`config.mk`:
```
export PLATFORM = sky130hd
export DESIGN_NAME = fec_block_erasure_tracker
export DESIGN_NICKNAME = d
export VERILOG_FILES = /design/src/hw/rtl/fbet_pkg.sv /design/src/hw/rtl/fec_block_erasure_tracker.sv
export VERILOG_INCLUDE_DIRS = /design/src /design/src/hw/rtl
export SDC_FILE = /design/constraint.sdc
export NUM_CORES = 1
export LEC_CHECK = 0
export ABC_AREA = 1
export BUFFER_PORTS_ARGS = -buffer_cell sky130_fd_sc_hd__buf_2
export CORE_MARGIN = 5
export CORE_UTILIZATION = 30
export CTS_CLUSTER_DIAMETER = 200
export DETAILED_ROUTE_END_ITERATION = 8
export SYNTH_ARGS = -nofsm -noshare
export SYNTH_HDL_FRONTEND = slang
export SYNTH_SLANG_ARGS = --single-unit
```
`constraint.sdc`:
```
create_clock -name clk -period 8.5 [get_ports clk]
set_input_delay 0.85 -clock clk [delete_from_list [all_inputs] [get_ports clk]]
set_output_delay 0.85 -clock clk [all_outputs]
set_load 0.01 [all_outputs]
```
`src/hw/rtl/fec_block_erasure_tracker_macros.svh`:
```
// ----------------------------------------------------------------------------
// FEC block erasure tracker assertion macros
// Concurrent check wrappers; empty when SYNTHESIS is defined.
// ----------------------------------------------------------------------------
`ifndef FEC_BLOCK_ERASURE_TRACKER_MACROS_SVH
`define FEC_BLOCK_ERASURE_TRACKER_MACROS_SVH

`ifndef SYNTHESIS
// same-cycle implication
`define FBET_ASSERT_IMP(lbl, clk, rst_n, ante, cons, msg) \
    lbl: assert property (@(posedge clk) disable iff (!rst_n) (ante) |-> (cons)) \
        else $error(msg);
// next-cycle implication
`define FBET_ASSERT_NXT(lbl, clk, rst_n, ante, cons, msg) \
    lbl: assert property (@(posedge clk) disable iff (!rst_n) (ante) |=> (cons)) \
        else $error(msg);
`else
`define FBET_ASSERT_IMP(lbl, clk, rst_n, ante, cons, msg)
`define FBET_ASSERT_NXT(lbl, clk, rst_n, ante, cons, msg)
`endif

`endif

```
`src/hw/rtl/fbet_pkg.sv`:
```
// ----------------------------------------------------------------------------
// fbet_pkg
// Types, constants and slot layout helpers for the FEC block erasure tracker.
// ----------------------------------------------------------------------------
package fbet_pkg;

    localparam int MaxSlots  = 32;
    localparam int SlotW     = $clog2(MaxSlots);
    localparam int SeqW      = 32;
    localparam int DivCntW   = $clog2(SeqW);
    localparam int CntW      = 5;     // holds 0..16
    localparam int PairW     = 4;
    localparam int MaxKind   = 16;    // max data or FEC slots per block
    localparam int CfgW      = 16;
    localparam int CfgIdxW   = 2;

    localparam logic [CfgIdxW-1:0] RegDataSlots     = 2'd0;
    localparam logic [CfgIdxW-1:0] RegFecSlots      = 2'd1;
    localparam logic [CfgIdxW-1:0] RegRestartWindow = 2'd2;

    typedef struct packed {
        logic [SeqW-1:0] seq_num;
        logic            packet_crc_ok;
    } in_t;

    typedef struct packed {
        logic             block_closed;
        logic [SeqW-1:0]  closed_block_number;
        logic             pair_valid;
        logic [PairW-1:0] erased_data_index;
        logic [PairW-1:0] fec_index;
        logic [CntW-1:0]  data_missing_count;
        logic [CntW-1:0]  fec_missing_count;
        logic             recon_failed;
        logic             restart_seen;
        logic             packet_stored;
        logic             last;
    } out_t;

    function automatic logic [CntW-1:0] eff_data(input logic [CntW-1:0] raw);
        logic [CntW-1:0] d;
        d = raw;
        if (d == '0)
            d = CntW'(1);
        if (d > CntW'(MaxKind))
            d = CntW'(MaxKind);
        if (int'(d) > MaxSlots)
            d = CntW'(MaxSlots);
        return d;
    endfunction

    function automatic logic [CntW-1:0] eff_fec(input logic [CntW-1:0] raw,
                                                 input logic [CntW-1:0] d);
        logic [CntW-1:0] f;
        f = raw;
        if (f > CntW'(MaxKind))
            f = CntW'(MaxKind);
        if (int'(d) + int'(f) > MaxSlots)
            f = CntW'(MaxSlots - int'(d));
        return f;
    endfunction

    // data k sits at k + min(k, f)
    function automatic logic [SlotW-1:0] data_pos(input logic [CntW-1:0] k,
                                                  input logic [CntW-1:0] f);
        logic [CntW:0] m;
        m = (k < f) ? {1'b0, k} : {1'b0, f};
        return SlotW'({1'b0, k} + m);
    endfunction

    // FEC k sits at k + min(k + 1, d)
    function automatic logic [SlotW-1:0] fec_pos(input logic [CntW-1:0] k,
                                                 input logic [CntW-1:0] d);
        logic [CntW:0] k1;
        logic [CntW:0] m;
        k1 = {1'b0, k} + (CntW+1)'(1);
        m  = (k1 < {1'b0, d}) ? k1 : {1'b0, d};
        return SlotW'({1'b0, k} + m);
    endfunction

endpackage

```
`src/hw/rtl/fec_block_erasure_tracker.sv`:
```
// ----------------------------------------------------------------------------
// fec_block_erasure_tracker
// Tracks received slots of one FEC block; on block close reports erasure
// substitution pairs, missing counts and reconstruction status.
// ----------------------------------------------------------------------------
//  channel  | direction | handshake           | payload
//  ---------+-----------+---------------------+----------------------------
//  in       | input     | in_valid / in_ready | in_data  (fbet_pkg::in_t)
//  out      | output    | out_valid/out_ready | out_data (fbet_pkg::out_t)
//  cfg      | input     | cfg_we              | cfg_index, cfg_data
//
// Each packet passes through the shared restoring divider (block number and
// slot), during which the pairing walk and missing counts run over the slot
// bits, then a decide and an apply state, then one result at a time is
// loaded into the output register.
// Reset clears all slot bits at once; no clearing pass.
// in_ready is low while a packet is in work; out stalls hold the emit sequence.
`include "fec_block_erasure_tracker_macros.svh"

module fec_block_erasure_tracker
    import fbet_pkg::*;
(
    input  logic               clk,
    input  logic               rst_n,
    input  logic               in_valid,
    output logic               in_ready,
    input  in_t                in_data,
    output logic               out_valid,
    input  logic               out_ready,
    output out_t               out_data,
    input  logic               cfg_we,
    input  logic [CfgIdxW-1:0] cfg_index,
    input  logic [CfgW-1:0]    cfg_data
);

    localparam logic [2:0] S_IDLE   = 3'd0;
    localparam logic [2:0] S_DIV    = 3'd1;
    localparam logic [2:0] S_DECIDE = 3'd2;
    localparam logic [2:0] S_APPLY  = 3'd3;
    localparam logic [2:0] S_EMIT   = 3'd4;

    logic [2:0]          state_reg;

    logic [CntW-1:0]     data_slots_reg;
    logic [CntW-1:0]     fec_slots_reg;
    logic [CfgW-1:0]     restart_window_reg;

    logic                open_valid_reg;
    logic [SeqW-1:0]     open_block_reg;
    logic                high_valid_reg;
    logic [SeqW-1:0]     high_block_reg;
    logic [MaxSlots-1:0] rcv_reg;
    logic [MaxSlots-1:0] good_reg;
    logic [MaxSlots-1:0] rcv_next;
    logic [MaxSlots-1:0] good_next;

    logic [SeqW-1:0]     seq_reg;      // dividend, then quotient
    logic                ok_reg;
    logic [SlotW-1:0]    rem_reg;
    logic [DivCntW-1:0]  cnt_reg;

    logic [CntW-1:0]     di_reg;
    logic [CntW-1:0]     fi_reg;
    logic [CntW-1:0]     dmiss_reg;
    logic [CntW-1:0]     fmiss_reg;
    logic [CntW-1:0]     npairs_reg;
    logic [PairW-1:0]    pair_d_reg [MaxKind];
    logic [PairW-1:0]    pair_f_reg [MaxKind];

    logic                restart_reg;
    logic                take_reg;
    logic                close_reg;

    logic                res_stored_reg;
    logic [SeqW-1:0]     res_cnum_reg;
    logic [CntW-1:0]     emit_n_reg;
    logic [CntW-1:0]     emit_idx_reg;

    logic                out_valid_reg;
    out_t                out_data_reg;

    // ------------------------------------------------------------------
    logic [CntW-1:0]     eff_d;
    logic [CntW-1:0]     eff_f;
    logic [SlotW:0]      blk_size;

    assign eff_d    = eff_data(data_slots_reg);
    assign eff_f    = eff_fec(fec_slots_reg, eff_d);
    assign blk_size = (SlotW+1)'(eff_d) + (SlotW+1)'(eff_f);

    assign in_ready  = (state_reg == S_IDLE);
    assign out_valid = out_valid_reg;
    assign out_data  = out_data_reg;

    // divider step
    logic [SlotW:0]      rem_sh;
    logic                q_bit;
    logic [SlotW:0]      rem_sub;

    assign rem_sh  = {rem_reg, seq_reg[SeqW-1]};
    assign q_bit   = (rem_sh >= blk_size);
    assign rem_sub = rem_sh - blk_size;

    // missing counts, one data and one FEC slot per cycle
    logic [CntW-1:0]     cnt_k;
    logic                cnt_on;
    logic                dmiss_hit;
    logic                fmiss_hit;

    assign cnt_k     = CntW'(cnt_reg);
    assign cnt_on    = (cnt_k < CntW'(MaxKind));
    assign dmiss_hit = cnt_on && (cnt_k < eff_d) && !rcv_reg[data_pos(cnt_k, eff_f)];
    assign fmiss_hit = cnt_on && (cnt_k < eff_f) && !rcv_reg[fec_pos(cnt_k, eff_d)];

    // pairing walk
    logic [SlotW-1:0]    wd_pos;
    logic [SlotW-1:0]    wf_pos;
    logic                walk_on;
    logic                d_good;

    assign wd_pos  = data_pos(di_reg, eff_f);
    assign wf_pos  = fec_pos(fi_reg, eff_d);
    assign walk_on = (di_reg < eff_d) && (fi_reg < eff_f);
    assign d_good  = rcv_reg[wd_pos] && good_reg[wd_pos];

    // decide
    logic [SeqW:0]       sum_rw;
    logic                restart_now;
    logic                newer_now;

    assign sum_rw      = {1'b0, seq_reg} + (SeqW+1)'(restart_window_reg);
    assign restart_now = high_valid_reg && (sum_rw < {1'b0, high_block_reg});
    assign newer_now   = !high_valid_reg || (seq_reg > high_block_reg);

    // apply
    logic                clear_now;
    logic                same_open;
    logic                store_now;

    assign clear_now = take_reg && (restart_reg || open_valid_reg);
    assign same_open = take_reg || (open_valid_reg && (open_block_reg == seq_reg));
    assign store_now = same_open && !(!clear_now && good_reg[rem_reg]);

    // slot bits after the apply cycle: clear first, then mark the packet
    always_comb
    begin
        rcv_next  = clear_now ? '0 : rcv_reg;
        good_next = clear_now ? '0 : good_reg;
        if (store_now)
        begin
            rcv_next[rem_reg]  = 1'b1;
            good_next[rem_reg] = ok_reg;
        end
    end

    // emit
    logic                emit_load;
    logic                emit_last;
    logic                emit_pv;

    assign emit_load = (state_reg == S_EMIT) && (!out_valid_reg || out_ready);
    assign emit_last = ((emit_idx_reg + CntW'(1)) == emit_n_reg);
    assign emit_pv   = close_reg && (emit_idx_reg < npairs_reg);

    // ------------------------------------------------------------------
    always_ff @(posedge clk or negedge rst_n)
    begin
        if (!rst_n)
        begin
            data_slots_reg     <= CntW'(8);
            fec_slots_reg      <= CntW'(4);
            restart_window_reg <= CfgW'(128);
        end
        else if (cfg_we)
        begin
            unique case (cfg_index)
                RegDataSlots:     data_slots_reg     <= cfg_data[CntW-1:0];
                RegFecSlots:      fec_slots_reg      <= cfg_data[CntW-1:0];
                RegRestartWindow: restart_window_reg <= cfg_data;
                default:          ;
            endcase
        end
    end

    always_ff @(posedge clk or negedge rst_n)
    begin
        if (!rst_n)
        begin
            state_reg      <= S_IDLE;
            open_valid_reg <= 1'b0;
            high_valid_reg <= 1'b0;
            rcv_reg        <= '0;
            good_reg       <= '0;
            out_valid_reg  <= 1'b0;
        end
        else
        begin
            if (out_valid_reg && out_ready && !emit_load)
                out_valid_reg <= 1'b0;

            unique case (state_reg)
                S_IDLE:
                begin
                    if (in_valid)
                        state_reg <= S_DIV;
                end
                S_DIV:
                begin
                    if (cnt_reg == '1)
                        state_reg <= S_DECIDE;
                end
                S_DECIDE:
                begin
                    state_reg <= S_APPLY;
                end
                S_APPLY:
                begin
                    if (take_reg)
                    begin
                        open_valid_reg <= 1'b1;
                        high_valid_reg <= 1'b1;
                    end
                    rcv_reg   <= rcv_next;
                    good_reg  <= good_next;
                    state_reg <= S_EMIT;
                end
                S_EMIT:
                begin
                    if (emit_load)
                    begin
                        out_valid_reg <= 1'b1;
                        if (emit_last)
                            state_reg <= S_IDLE;
                    end
                end
                default:
                begin
                    state_reg <= S_IDLE;
                end
            endcase
        end
    end

    // datapath, no reset
    always_ff @(posedge clk)
    begin
        if (in_valid && in_ready)
        begin
            seq_reg    <= in_data.seq_num;
            ok_reg     <= in_data.packet_crc_ok;
            rem_reg    <= '0;
            cnt_reg    <= '0;
            di_reg     <= '0;
            fi_reg     <= '0;
            dmiss_reg  <= '0;
            fmiss_reg  <= '0;
            npairs_reg <= '0;
        end

        if (state_reg == S_DIV)
        begin
            seq_reg <= {seq_reg[SeqW-2:0], q_bit};
            rem_reg <= q_bit ? rem_sub[SlotW-1:0] : rem_sh[SlotW-1:0];
            cnt_reg <= cnt_reg + DivCntW'(1);
            if (dmiss_hit)
                dmiss_reg <= dmiss_reg + CntW'(1);
            if (fmiss_hit)
                fmiss_reg <= fmiss_reg + CntW'(1);
            if (walk_on)
            begin
                if (d_good)
                    di_reg <= di_reg + CntW'(1);
                else if (!rcv_reg[wf_pos])
                    fi_reg <= fi_reg + CntW'(1);
                else
                begin
                    pair_d_reg[npairs_reg[PairW-1:0]] <= di_reg[PairW-1:0];
                    pair_f_reg[npairs_reg[PairW-1:0]] <= fi_reg[PairW-1:0];
                    npairs_reg <= npairs_reg + CntW'(1);
                    di_reg     <= di_reg + CntW'(1);
                    fi_reg     <= fi_reg + CntW'(1);
                end
            end
        end

        if (state_reg == S_DECIDE)
        begin
            restart_reg <= restart_now;
            take_reg    <= (newer_now || restart_now) && ok_reg;
            close_reg   <= (newer_now || restart_now) && ok_reg && !restart_now
                           && open_valid_reg;
        end

        if (state_reg == S_APPLY)
        begin
            if (take_reg)
            begin
                open_block_reg <= seq_reg;
                high_block_reg <= seq_reg;
            end
            res_stored_reg <= store_now;
            res_cnum_reg   <= close_reg ? open_block_reg : '0;
            emit_n_reg     <= (close_reg && npairs_reg != '0) ? npairs_reg : CntW'(1);
            emit_idx_reg   <= '0;
        end

        if (emit_load)
        begin
            out_data_reg.block_closed        <= close_reg;
            out_data_reg.closed_block_number <= res_cnum_reg;
            out_data_reg.pair_valid          <= emit_pv;
            out_data_reg.erased_data_index   <= emit_pv ? pair_d_reg[emit_idx_reg[PairW-1:0]]
                                                        : '0;
            out_data_reg.fec_index           <= emit_pv ? pair_f_reg[emit_idx_reg[PairW-1:0]]
                                                        : '0;
            out_data_reg.data_missing_count  <= close_reg ? dmiss_reg : '0;
            out_data_reg.fec_missing_count   <= close_reg ? fmiss_reg : '0;
            out_data_reg.recon_failed        <= close_reg && (dmiss_reg > (eff_f - fmiss_reg));
            out_data_reg.restart_seen        <= restart_reg && ok_reg;
            out_data_reg.packet_stored       <= res_stored_reg;
            out_data_reg.last                <= emit_last;
            emit_idx_reg                     <= emit_idx_reg + CntW'(1);
        end
    end

    // ------------------------------------------------------------------
    `FBET_ASSERT_NXT(a_accept_starts_div, clk, rst_n, in_valid && in_ready,
        (state_reg == S_DIV) && !in_ready, "accepted packet did not start the divider")
    `FBET_ASSERT_IMP(a_pair_needs_close, clk, rst_n, out_valid && out_data.pair_valid,
        out_data.block_closed, "substitution pair without a closed block")
    `FBET_ASSERT_IMP(a_pairs_bounded, clk, rst_n, state_reg == S_EMIT,
        (npairs_reg <= CntW'(MaxKind)) && (emit_idx_reg < emit_n_reg),
        "emit index or pair count out of range")

endmodule

```
==> results.md, run 1 <==
- Cell area after synthesis: 23,900 sq um
- First-pass DRT Iterations: 6
- Aggregate global routing overflow: 0
- Clk root buf: clkbuf_16
- Met3 wirelength from detailed routing: 3550 um
- Clock skew after layout: 0.0259 ns
- DR iter-0 viols: 1,392
- Cell types occupying the most area after synthesis: edfxtp_1 (38%), dfrtp_1 (9.6%), ha_1 (8.6%), nand2_1 (7.7%), inv_1 (5.9%)
- Top sig layer: met4
- Worst setup slack after placement: 0.705 ns
- Synth cell types: 54
- Skew-Pair Late Insertion Delay: 0.58 ns
- Count of buffers from port buffering: 113
- Synth Area in Compound Gates: 13.5%
- Via count of the first global-routing pass: 17,800
- Number of buffers created by CTS: 45
- GRT Resource Usage Total: 14.1%
- Xor/xnor share of the synthesized area: 2.49%
- Syn-to-layout area delta: 13.5%
- Syn Inst Count: 2,610
- Post-Synth Adder-Cell Area: 9.34%
- Clk slew on worst S/H paths: 0.07 ns
- Post-DRT Antenna Nets: 0
- Worst-margin pin slew: 1.09 ns
- Max frequency: 0.127 GHz
- Filler cells: 8,017
- Design Power: 11.4 mW
- Number of H-tree levels: 2
- Unrepaired setup endpoints after global routing: no
- Clock tree sinks: 425
- Startpoint kind of the worst setup timing path: flop
- Worst hold-check path type: input pin to async pin
- Remaining routing DRC violations: 0
- Count of pins on the block boundary: 114
- Initial cell density of the core: 30.3%
- Register-to-Register Path Depth: 39
- Worst Slack Setup Final: 0.641 ns
- Routed vias: 18,400
- Area enclosed by the die boundary: 85,400 sq um
- Die width: 292 um
- Count of flip-flops with a built-in enable after synthesis: 305
- Number of max-capacitance violations reported: 0
- Post-synth top area cell: edfxtp_1
- Post-synthesis area per instance: 9.16 sq um
- Number of buffers inserted by hold repair at cts: 0
- Static leakage: 11.9 nW
- Detailed route wirelength on metal2: 29,400 um
- CP max stage cell: fa_1
- Post-synthesis async set-or-reset flop share: 22.4%
- Most common cell type on the critical path: inv_1
- Area fraction in and, or, nand and nor cells after synthesis: 14.6%
- Via density per instance: 4.86
- Routed met1 length: 28,600 um
- Critical Path Max Stage Delay: 0.82 ns
- Count of warnings emitted by yosys: 0
- Crit Reg-Reg Endpoint: pair_d_reg[14][3]
- Worst Path Required: 8.70 ns
- Category of the most critical setup path: flop to flop
- Global-route wire length before repair: 97,700 um
- Clock tree from TritonCTS: built
- Setup bufs post-CTS: 0
- Last weighted congestion value of the routability-driven placer: 0.899
- Max-slew violation total from the final report: 0
- Num rows: 103
- Average wire length per cell after detail routing: 16.5 um
- Final core area utilization: 34.3%
- Final worst-path cycle share: 92.5%
- Combinational family with the most area after synthesis: simple AND/OR/NAND/NOR gates
- Max-slew headroom: 27.2%
- Number of nets in the finished design: 2,936
- Quantity of gates resized following cts: 0
- Worst-case clock buffer depth: 3
- Synthesized flop and latch total: 425
- Status: finished, final reports clean
- Total Neg Setup Slack: 0 ns
- Sequential share of the synthesized area: 50.4%
- Core Footprint: 79,000 sq um
- Pwr/cell area: 419 nW/um^2
- Final Hold Viols: 0
- Crit path capture type: flop
- Reg-to-reg critical path startpoint: data_slots_reg[1]
- Predominant post-synthesis flop cell: edfxtp_1
- Worst reg-to-reg setup slack: 0.64 ns
- Wire length reported by the detailed router: 62,600 um
- Share of synthesized area spent on multiplexers: 2.19%
- Period minus WS final: 7.86 ns
- Largest fanout on the critical path: 20
- DIE HEIGHT: 292 um
- Final HPWL from detailed placement: 44,800 um
- Number of endpoints failing setup at the final stage: 0
- Minimum hold slack: 0.169 ns
- Share of the synthesized area in the top cell type: 38.3%
- Maximum ir drop on the vdd rail: 261 uV
- Fraction of final layout cells sized beyond drive strength 1: 9.44%
- Maximum number of pins on one net before global-route repair: 98
- Number of antenna violations at the first check in global routing: 1
- Worst path arrival time: 8.06 ns
- Net Count, Synth: 2,839
==> per-layer routing <==
metal | track usage [%] | up-vias
met5 | 0 | -
li1 | - | 9116
met4 | 2.85 | 0
met1 | 19.3 | 8743
met3 | 2.42 | 86
met2 | 23.6 | 483
==> cells in the mapped netlist (8+ instances only) <==
| cell type | instances |
|---|---|
| dfrtp_1 | 92 |
| nor3_1 | 14 |
| inv_1 | 376 |
| nand2_1 | 493 |
| o21ai_0 | 247 |
| dfxtp_1 | 25 |
| a21oi_1 | 184 |
| nand4_1 | 25 |
| edfxtp_1 | 305 |
| ha_1 | 164 |
| a211oi_1 | 8 |
| mux2_2 | 19 |
| mux2i_1 | 31 |
| fa_1 | 9 |
| nor2_1 | 166 |
| o211ai_1 | 32 |
| clkbuf_1 | 68 |
| buf_2 | 9 |
| nand3_1 | 108 |
| o22ai_1 | 72 |
| xor2_1 | 50 |
| xnor2_1 | 18 |
| a31oi_1 | 15 |
==> per-stage QoR <==
| step | std cells | area [sq um] |
|---|---|---|
| after detailed placement | 3710 | 25600 |
| after CTS | 3793 | 27100 |
| after global routing | 3793 | 27100 |
| after floorplan | 2610 | 23900 |
| after global placement | 3710 | 25600 |
| final | 3794 | 27100 |
==> worst max path at each step <==
stage / start / end / cells past startpoint
3_3_place_gp: data_slots_reg[1] / pair_d_reg[5][1] / 38
5_1_grt: data_slots_reg[1] / pair_d_reg[14][3] / 39
6_report: data_slots_reg[1] / pair_d_reg[14][3] / 39
4_1_cts: data_slots_reg[1] / pair_d_reg[14][3] / 39
2_1_floorplan: data_slots_reg[3] / pair_d_reg[7][0] / 35
3_5_place_dp: data_slots_reg[1] / pair_d_reg[14][1] / 39
==> cells in the final DEF, fill, tap and decap left out, types with 72 or more instances in the layout <==
cell type / synthesis / routed
nand3_1: 108 / 108
o22ai_1: 72 / 72
dfrtp_1: 92 / 92
inv_1: 376 / 374
o21ai_0: 247 / 247
nor2_1: 166 / 164
nand2_1: 493 / 493
edfxtp_1: 305 / 305
a21oi_1: 184 / 182
buf_2: 9 / 112
ha_1: 164 / 164
==> cells by family (layout without fill, tap and decap cells) <==
logic type,count (synthesis),count (layout)
AND/OR/NAND/NOR,838,838
AO/OA/AOI/OAI,586,586
buffers and inverters,470,603
flip-flops,425,425
adder cells (fa/ha/maj),173,173
XOR/XNOR,68,68
multiplexers,50,50
other,0,1
==> cell type report <==
class	instances	area, sq um	share of cell area, %
flip-flops and latches	425	12000	44.4
diodes	1	2.50	0.00922
clock inverters	22	230	0.848
well taps	1050	1310	4.84
inverters	384	1440	5.31
clock buffers	61	1270	4.68
repair buffers	136	741	2.73
multi-input cells	1715	10100	37.2
==> critical path, delay by kind of cell, from the launching register on <==
kind,cells,cell delay (ns)
multiplexers,1,0.18
adder cells (fa/ha/maj),5,1.93
AO/OA/AOI/OAI,9,1.39
buffers and inverters,7,1.06
flip-flops,1,0.40
AND/OR/NAND/NOR,17,2.47
==> report_power, final <==
group	internal, mW	switching, mW	leakage, nW
sequential	2.86	0.399	4.30
clock	1.17	0.830	0.725
combinational	2.07	4.05	6.91
total	6.10	5.28	11.9
Power figures use the tool's default switching activity.
==> run 2, diff against run 1 <==
Settings changed: ABC_AREA 1 to default.
==> run 2 against run 1 <==
  * Fmax decreased by 0.98%
  * Cell area decreased by 3.8%
  * Utilization increased by 0.083 points
  * Worst setup slack worse by 0.078 ns
  * Critical path depth shrank 7
  * Largest cell class unchanged
==> results.md, run 2 <==
- Count of pins on the block boundary: 114
- Diode count: 0
- Clk slew on worst S/H paths: 0.06 ns
- Startpoint kind of the worst setup timing path: flop
- Pwr/cell area: 353 nW/um^2
- Number of gates on the worst path with buffers counted: 32
- Startpoint of the most critical setup path: data_slots_reg[1]
- Commonest non-fill, non-tap cell in the layout: edfxtp_1
- Sequential share of the synthesized area: 52.6%
- Worst hold-check path type: input pin to async pin
- Number of buffers created by CTS: 44
- Num rows: 101
- Worst-case clock buffer depth: 3
- First-pass DRT Iterations: 5
- Count of flip-flops with a built-in enable after synthesis: 305
- Number of endpoints failing setup at the final stage: 0
- Number of nets in the finished design: 2,249
- Area enclosed by the die boundary: 82,000 sq um
- Aggregate global routing overflow: 0
- Max-slew violation total from the final report: 0
- Last weighted congestion value of the routability-driven placer: 0.901
- Clock tree sinks: 425
- Global-route wire length before repair: 90,900 um
- Fraction of power consumed by sequential logic: 32.6%
- DIE HEIGHT: 286 um
- Number of H-tree levels: 2
- Number of antenna violations at the first check in global routing: 0
- Max frequency: 0.126 GHz
- Final Hold Viols: 0
- Post-DRT Antenna Nets: 0
- Final HPWL from detailed placement: 42,100 um
- Net load switching power: 3.73 mW
- CP max stage cell: fa_2
- Clock skew after layout: 0.0204 ns
- Crit path capture type: flop
- Worst-margin pin slew: 1.12 ns
- Number of buffers inserted by hold repair at cts: 0
- Max-slew headroom: 25.2%
- Syn-to-layout area delta: 14.0%
- GRT Resource Usage Total: 13.9%
- Wire length reported by the detailed router: 58,600 um
- Synth cell types: 88
- Synthesized flop and latch total: 425
- Power Internal: 5.49 mW
- Count of buffers from port buffering: 113
- Share of the synthesized area in the top cell type: 40.0%
- Design Power: 9.22 mW
- Switching share of power: 40.4%
- Syn Inst Count: 1,884
- Via count of the first global-routing pass: 15,700
- Count of buffer and inverter cells on the critical path: 5
- Category of the most critical setup path: flop to flop
- Maximum number of pins on one net before global-route repair: 66
- Skew-Pair Late Insertion Delay: 0.57 ns
- Core Footprint: 75,800 sq um
- DR iter-0 viols: 1,147
- Most numerous cell in the Yosys netlist: edfxtp_1
- Clock tree from TritonCTS: built
- Reg-to-reg critical path startpoint: data_slots_reg[1]
- Fraction of final layout cells sized beyond drive strength 1: 18.1%
- Top cells by count, synth: edfxtp_1 (305), nand2_1 (235), ha_1 (164)
- Remaining routing DRC violations: 0
- Final worst-path cycle share: 93.4%
- Predominant post-synthesis flop cell: edfxtp_1
- Post-synthesis async set-or-reset flop share: 22.4%
- Post-synthesis area per instance: 12.2 sq um
- Unrepaired setup endpoints after global routing: no
- Count of warnings emitted by yosys: 0
- Static leakage: 10.5 nW
- Status: finished, final reports clean
- Number of max-capacitance violations reported: 0
- Die width: 286 um
- Maximum ir drop on the vdd rail: 201 uV
- Commonest cells after routing, fill and taps aside: edfxtp_1 (305), nand2_1 (234), ha_1 (164)
- Clock group share of total power: 19.8%
- Worst path arrival time: 8.21 ns
- Average wire length per cell after detail routing: 19.4 um
- Cell types occupying the most area after synthesis: edfxtp_1 (40%), dfrtp_1 (10%), ha_1 (9.0%), mux4_2 (7.3%), nand2_1 (3.9%)
- Worst Path Required: 8.77 ns
- Post-synth top area cell: edfxtp_1
- Period minus WS final: 7.94 ns
- Via density per instance: 5.09
- Register-to-Register Path Depth: 32
- Fraction of power consumed by combinational cells: 47.6%
- Largest fanout on the critical path: 11
- Routed vias: 15,400
- Initial cell density of the core: 30.2%
- Cell area after synthesis: 22,900 sq um
- Total Neg Setup Slack: 0 ns
- Crit-path leading delay family: compound AO/OA/AOI/OAI gates
- Clk root buf: clkbuf_16
- Net Count, Synth: 2,113
- Critical Path Max Stage Delay: 0.60 ns
[run 2: cell types whose count changed after synthesis, sizes merged, moves of 24 or more]
cell   delta
inv     -284
nand2   -265
o21ai   -114
a21oi   -106
nor2     -89
mux4     +74
o22ai    -70
nand3    -62
and2     +52
a21o     +50
nor2b    +24
[run 2: worst register-to-register path, delay by kind of cell, from the launching register on]
family | cells | cell delay (ns)
flip-flops | 1 | 0.43
AND/OR/NAND/NOR | 6 | 1.20
AO/OA/AOI/OAI | 15 | 3.06
multiplexers | 1 | 0.36
adder cells (fa/ha/maj) | 5 | 1.72
buffers and inverters | 5 | 0.84
[run 2: worst paths after layout]
path / slack, ns / to
setup / recovery: 0.56 / pair_f_reg[3][3]
hold / removal: 0.23 / restart_window_reg[6]
setup reg to reg: 0.56 / pair_f_reg[3][3]
hold reg to reg: 0.42 / out_data[25]
max in group asynchronous: 7.03 / good_reg[9]
min in group clk: 0.42 / out_data[25]
[run 2: cell type report]
type / count / area (sq um)
Clock buffer: 54 / 1160
Clock inverter: 23 / 174
Fill cell: 7447 / 49700
Inverter: 98 / 368
Multi-Input combinational cell: 1294 / 10200
Sequential cell: 425 / 12000
Tap cell: 978 / 1220
Timing Repair Buffer: 157 / 898
[run 2: logic make-up (layout without fill, tap and decap cells)]
group / count (synthesis) / count (layout) / share of synthesized area (%)
compound gates: 367 / 367 / 10.3
xor+xnor: 69 / 69 / 2.64
fa+ha+maj: 173 / 173 / 9.74
simple gates: 552 / 552 / 11.8
buf+inv: 165 / 332 / 2.82
mux: 133 / 133 / 10.2
flops: 425 / 425 / 52.6
[run 2: routing by layer]
metal,part of all wire (%),global-route usage (%),routed length (um),vias up
li1,-,-,-,7269
met1,44,18.6,25800,7601
met2,48,23.4,27900,453
met3,5.8,2.58,3380,90
met4,2.6,3.96,1510,0
met5,0,0,0,-
[run 2: power by group through the flow]
stage	clock [mW]	sequential, mW	combinational, mW
global placement	0	3.04	4.25
finish	1.82	3.01	4.39
floorplan	0	2.92	3.31
CTS	1.87	3.00	4.39
detailed placement	0	3.05	4.36
global route	1.96	3.05	4.91
[run 2: timing repair]
action | CTS | global route
endpoints found under the setup margin | 0 | 128
buffers inserted | 0 | 1
resized for setup | 0 | 2
[run 2: per-stage QoR]
step	setup WS, ns	hold WS [ns]	util, %	cell area (sq um)	instances
2_1_floorplan	1.26	0.400	-	22900	1884
3_3_place_gp	0.543	0.403	32.7	24800	2951
3_5_place_dp	0.344	0.407	32.7	24800	2951
4_1_cts	0.286	0.222	34.4	26100	3028
5_1_grt	0.0255	0.232	34.4	26100	3029
6_report	0.563	0.230	34.4	26100	3029
==> run 3, diff against run 2 <==
Settings changed: BUFFER_PORTS_ARGS -buffer_cell sky130_fd_sc_hd__buf_2 to default, DONT_BUFFER_PORTS from default to 1.
==> run 3 against run 2 <==
  * Sequential share of layout area up 0.76 points
  * Routed wire length down 1.7%
  * Highest routed layer unchanged
  * Die area unchanged
  * Non-clock buffer count is 122 lower
  * Sequential cell count did not move
  * Worst setup slack worse by 0.053 ns
  * Largest power group unchanged
  * Via count shrank 2.8%
  * Critical endpoint is now pair_f_reg[15][1]
==> results.md, run 3 (synthesis results as in run 2) <==
- Area enclosed by the die boundary: 82,000 sq um
- Period minus WS final: 7.99 ns
- Total Neg Setup Slack: 0 ns
- Clock tree from TritonCTS: built
- Crit-path leading delay family: compound AO/OA/AOI/OAI gates
- Maximum ir drop on the vdd rail: 203 uV
- GRT Resource Usage Total: 13.7%
- Worst setup slack after placement: 0.000619 ns
- Post-DRT Antenna Nets: 0
- Max frequency: 0.125 GHz
- Via count of the first global-routing pass: 15,100
- Final Hold Viols: 0
- Count of buffers from port buffering: 0
- Count of buffer and inverter cells on the critical path: 5
- Number of buffers created by CTS: 43
- Worst-case clock buffer depth: 3
- Global-route wire length before repair: 89,300 um
- Static leakage: 9.99 nW
- Max-slew headroom: 23.1%
- Number of endpoints failing setup at the final stage: 0
- Skew-Pair Late Insertion Delay: 0.57 ns
- Clk slew on worst S/H paths: 0.07 ns
- Number of max-capacitance violations reported: 0
- Worst Path Required: 8.72 ns
- First-pass DRT Iterations: 7
- Num rows: 101
- Status: finished, final reports clean
- Wire length reported by the detailed router: 57,600 um
- Largest fanout on the critical path: 10
- Average wire length per cell after detail routing: 19.8 um
- Number of H-tree levels: 2
- Critical Path Max Stage Delay: 0.71 ns
- Count of pins on the block boundary: 114
- Syn-to-layout area delta: 12.1%
- Unrepaired setup endpoints after global routing: no
- Max-slew violation total from the final report: 0
- Number of nets in the finished design: 2,126
- Startpoint kind of the worst setup timing path: flop
- CP max stage cell: fa_2
- Worst Slack Setup Final: 0.510 ns
- DR iter-0 viols: 1,071
- Maximum number of pins on one net before global-route repair: 93
- Pwr/cell area: 363 nW/um^2
- Clk root buf: clkbuf_16
- Worst-margin pin slew: 1.14 ns
- Worst path arrival time: 8.21 ns
- Remaining routing DRC violations: 0
- Crit path capture type: flop
- Commonest non-fill, non-tap cell in the layout: edfxtp_1
- Final worst-path cycle share: 94.0%
- Number of antenna violations at the first check in global routing: 1
- Via density per instance: 5.15
- Final HPWL from detailed placement: 41,100 um
- DIE HEIGHT: 286 um
- Category of the most critical setup path: flop to flop
- Worst hold-check path type: input pin to async pin
- Clock tree sinks: 425
- Clock skew after layout: 0.0322 ns
- Commonest cells after routing, fill and taps aside: edfxtp_1 (305), nand2_1 (232), ha_1 (164)
- Last weighted congestion value of the routability-driven placer: 0.932
- Core Footprint: 75,800 sq um
- Filler cells: 7,511
- Fraction of final layout cells sized beyond drive strength 1: 13.7%
- Initial cell density of the core: 30.2%
- Routed vias: 15,000
- Aggregate global routing overflow: 0
- Die width: 286 um
-- run 3: changes by cell type in the layout (fill, tap and decap cells not counted), moves of 3 or more --
cell	delta
buf_2	-112
buf_4	-13
nor2_1	-10
nor2_4	+9
clkbuf_8	+8
clkinv_1	-4
clkbuf_1	+3
nor3_2	-3
nor3_4	+3
-- run 3: stage by stage --
| step | instances | hold slack, ns | area [sq um] | total power [mW] | util [%] |
|---|---|---|---|---|---|
| after floorplan | 1884 | 0.400 | 22900 | 6.23 | - |
| after global routing | 2908 | 0.100 | 25700 | 10.0 | 33.9 |
| after detailed placement | 2823 | 0.405 | 24100 | 7.37 | 31.8 |
| after global placement | 2823 | 0.402 | 24100 | 7.26 | 31.8 |
| after CTS | 2902 | 0.0959 | 25500 | 9.31 | 33.6 |
| final | 2909 | 0.135 | 25700 | 9.31 | 33.9 |
-- run 3: worst paths after layout --
kind | slack (ns) | startpoint | end | depth (start not counted)
min | 0.13 | rst_n | restart_window_reg[7] | 0
max reg2reg | 0.51 | data_slots_reg[1] | pair_f_reg[15][1] | 31
min in group clk | 0.38 | in_data[0] | ok_reg | 0
max | 0.51 | data_slots_reg[1] | pair_f_reg[15][1] | 31
min reg2reg | 0.42 | res_cnum_reg[4] | out_data[27] | 0
max in group asynchronous | 7.89 | rst_n | rcv_reg[23] | 1
-- run 3: where the power goes --
part / leakage [nW] / internal (mW) / switching, mW
Clock: 0.678 / 1.10 / 0.797
Combinational: 5.00 / 1.83 / 2.56
Sequential: 4.31 / 2.65 / 0.372
-- run 3: per-layer routing --
layer	part of all wire, %	GRT usage, %	routed length [um]
met1	44	18.5	25500
met2	47	22.5	27200
met3	6.5	3.01	3730
met4	2.0	3.32	1140
met5	0	0	0
-- run 3: what timing repair did --
item / 4_1_cts / 5_1_grt
buffers inserted: 0 / 6
hold endpoints to repair: 92 / 0
hold buffers: 1 / 0
pin swaps: 0 / 4
endpoints found under the setup margin: 16 / 132
resized for setup: 0 / 30
gates cloned: 0 / 0
-- run 3: area by class of cell --
class / count / area, sq um / share of cell area, %
Multi-Input combinational cell: 1294 / 10300 / 40.3
Antenna cell: 1 / 2.50 / 0.00974
Timing Repair Buffer: 35 / 308 / 1.20
Clock inverter: 15 / 164 / 0.638
Clock buffer: 63 / 1230 / 4.79
Sequential cell: 425 / 12000 / 46.9
Inverter: 98 / 368 / 1.43
Tap cell: 978 / 1220 / 4.76
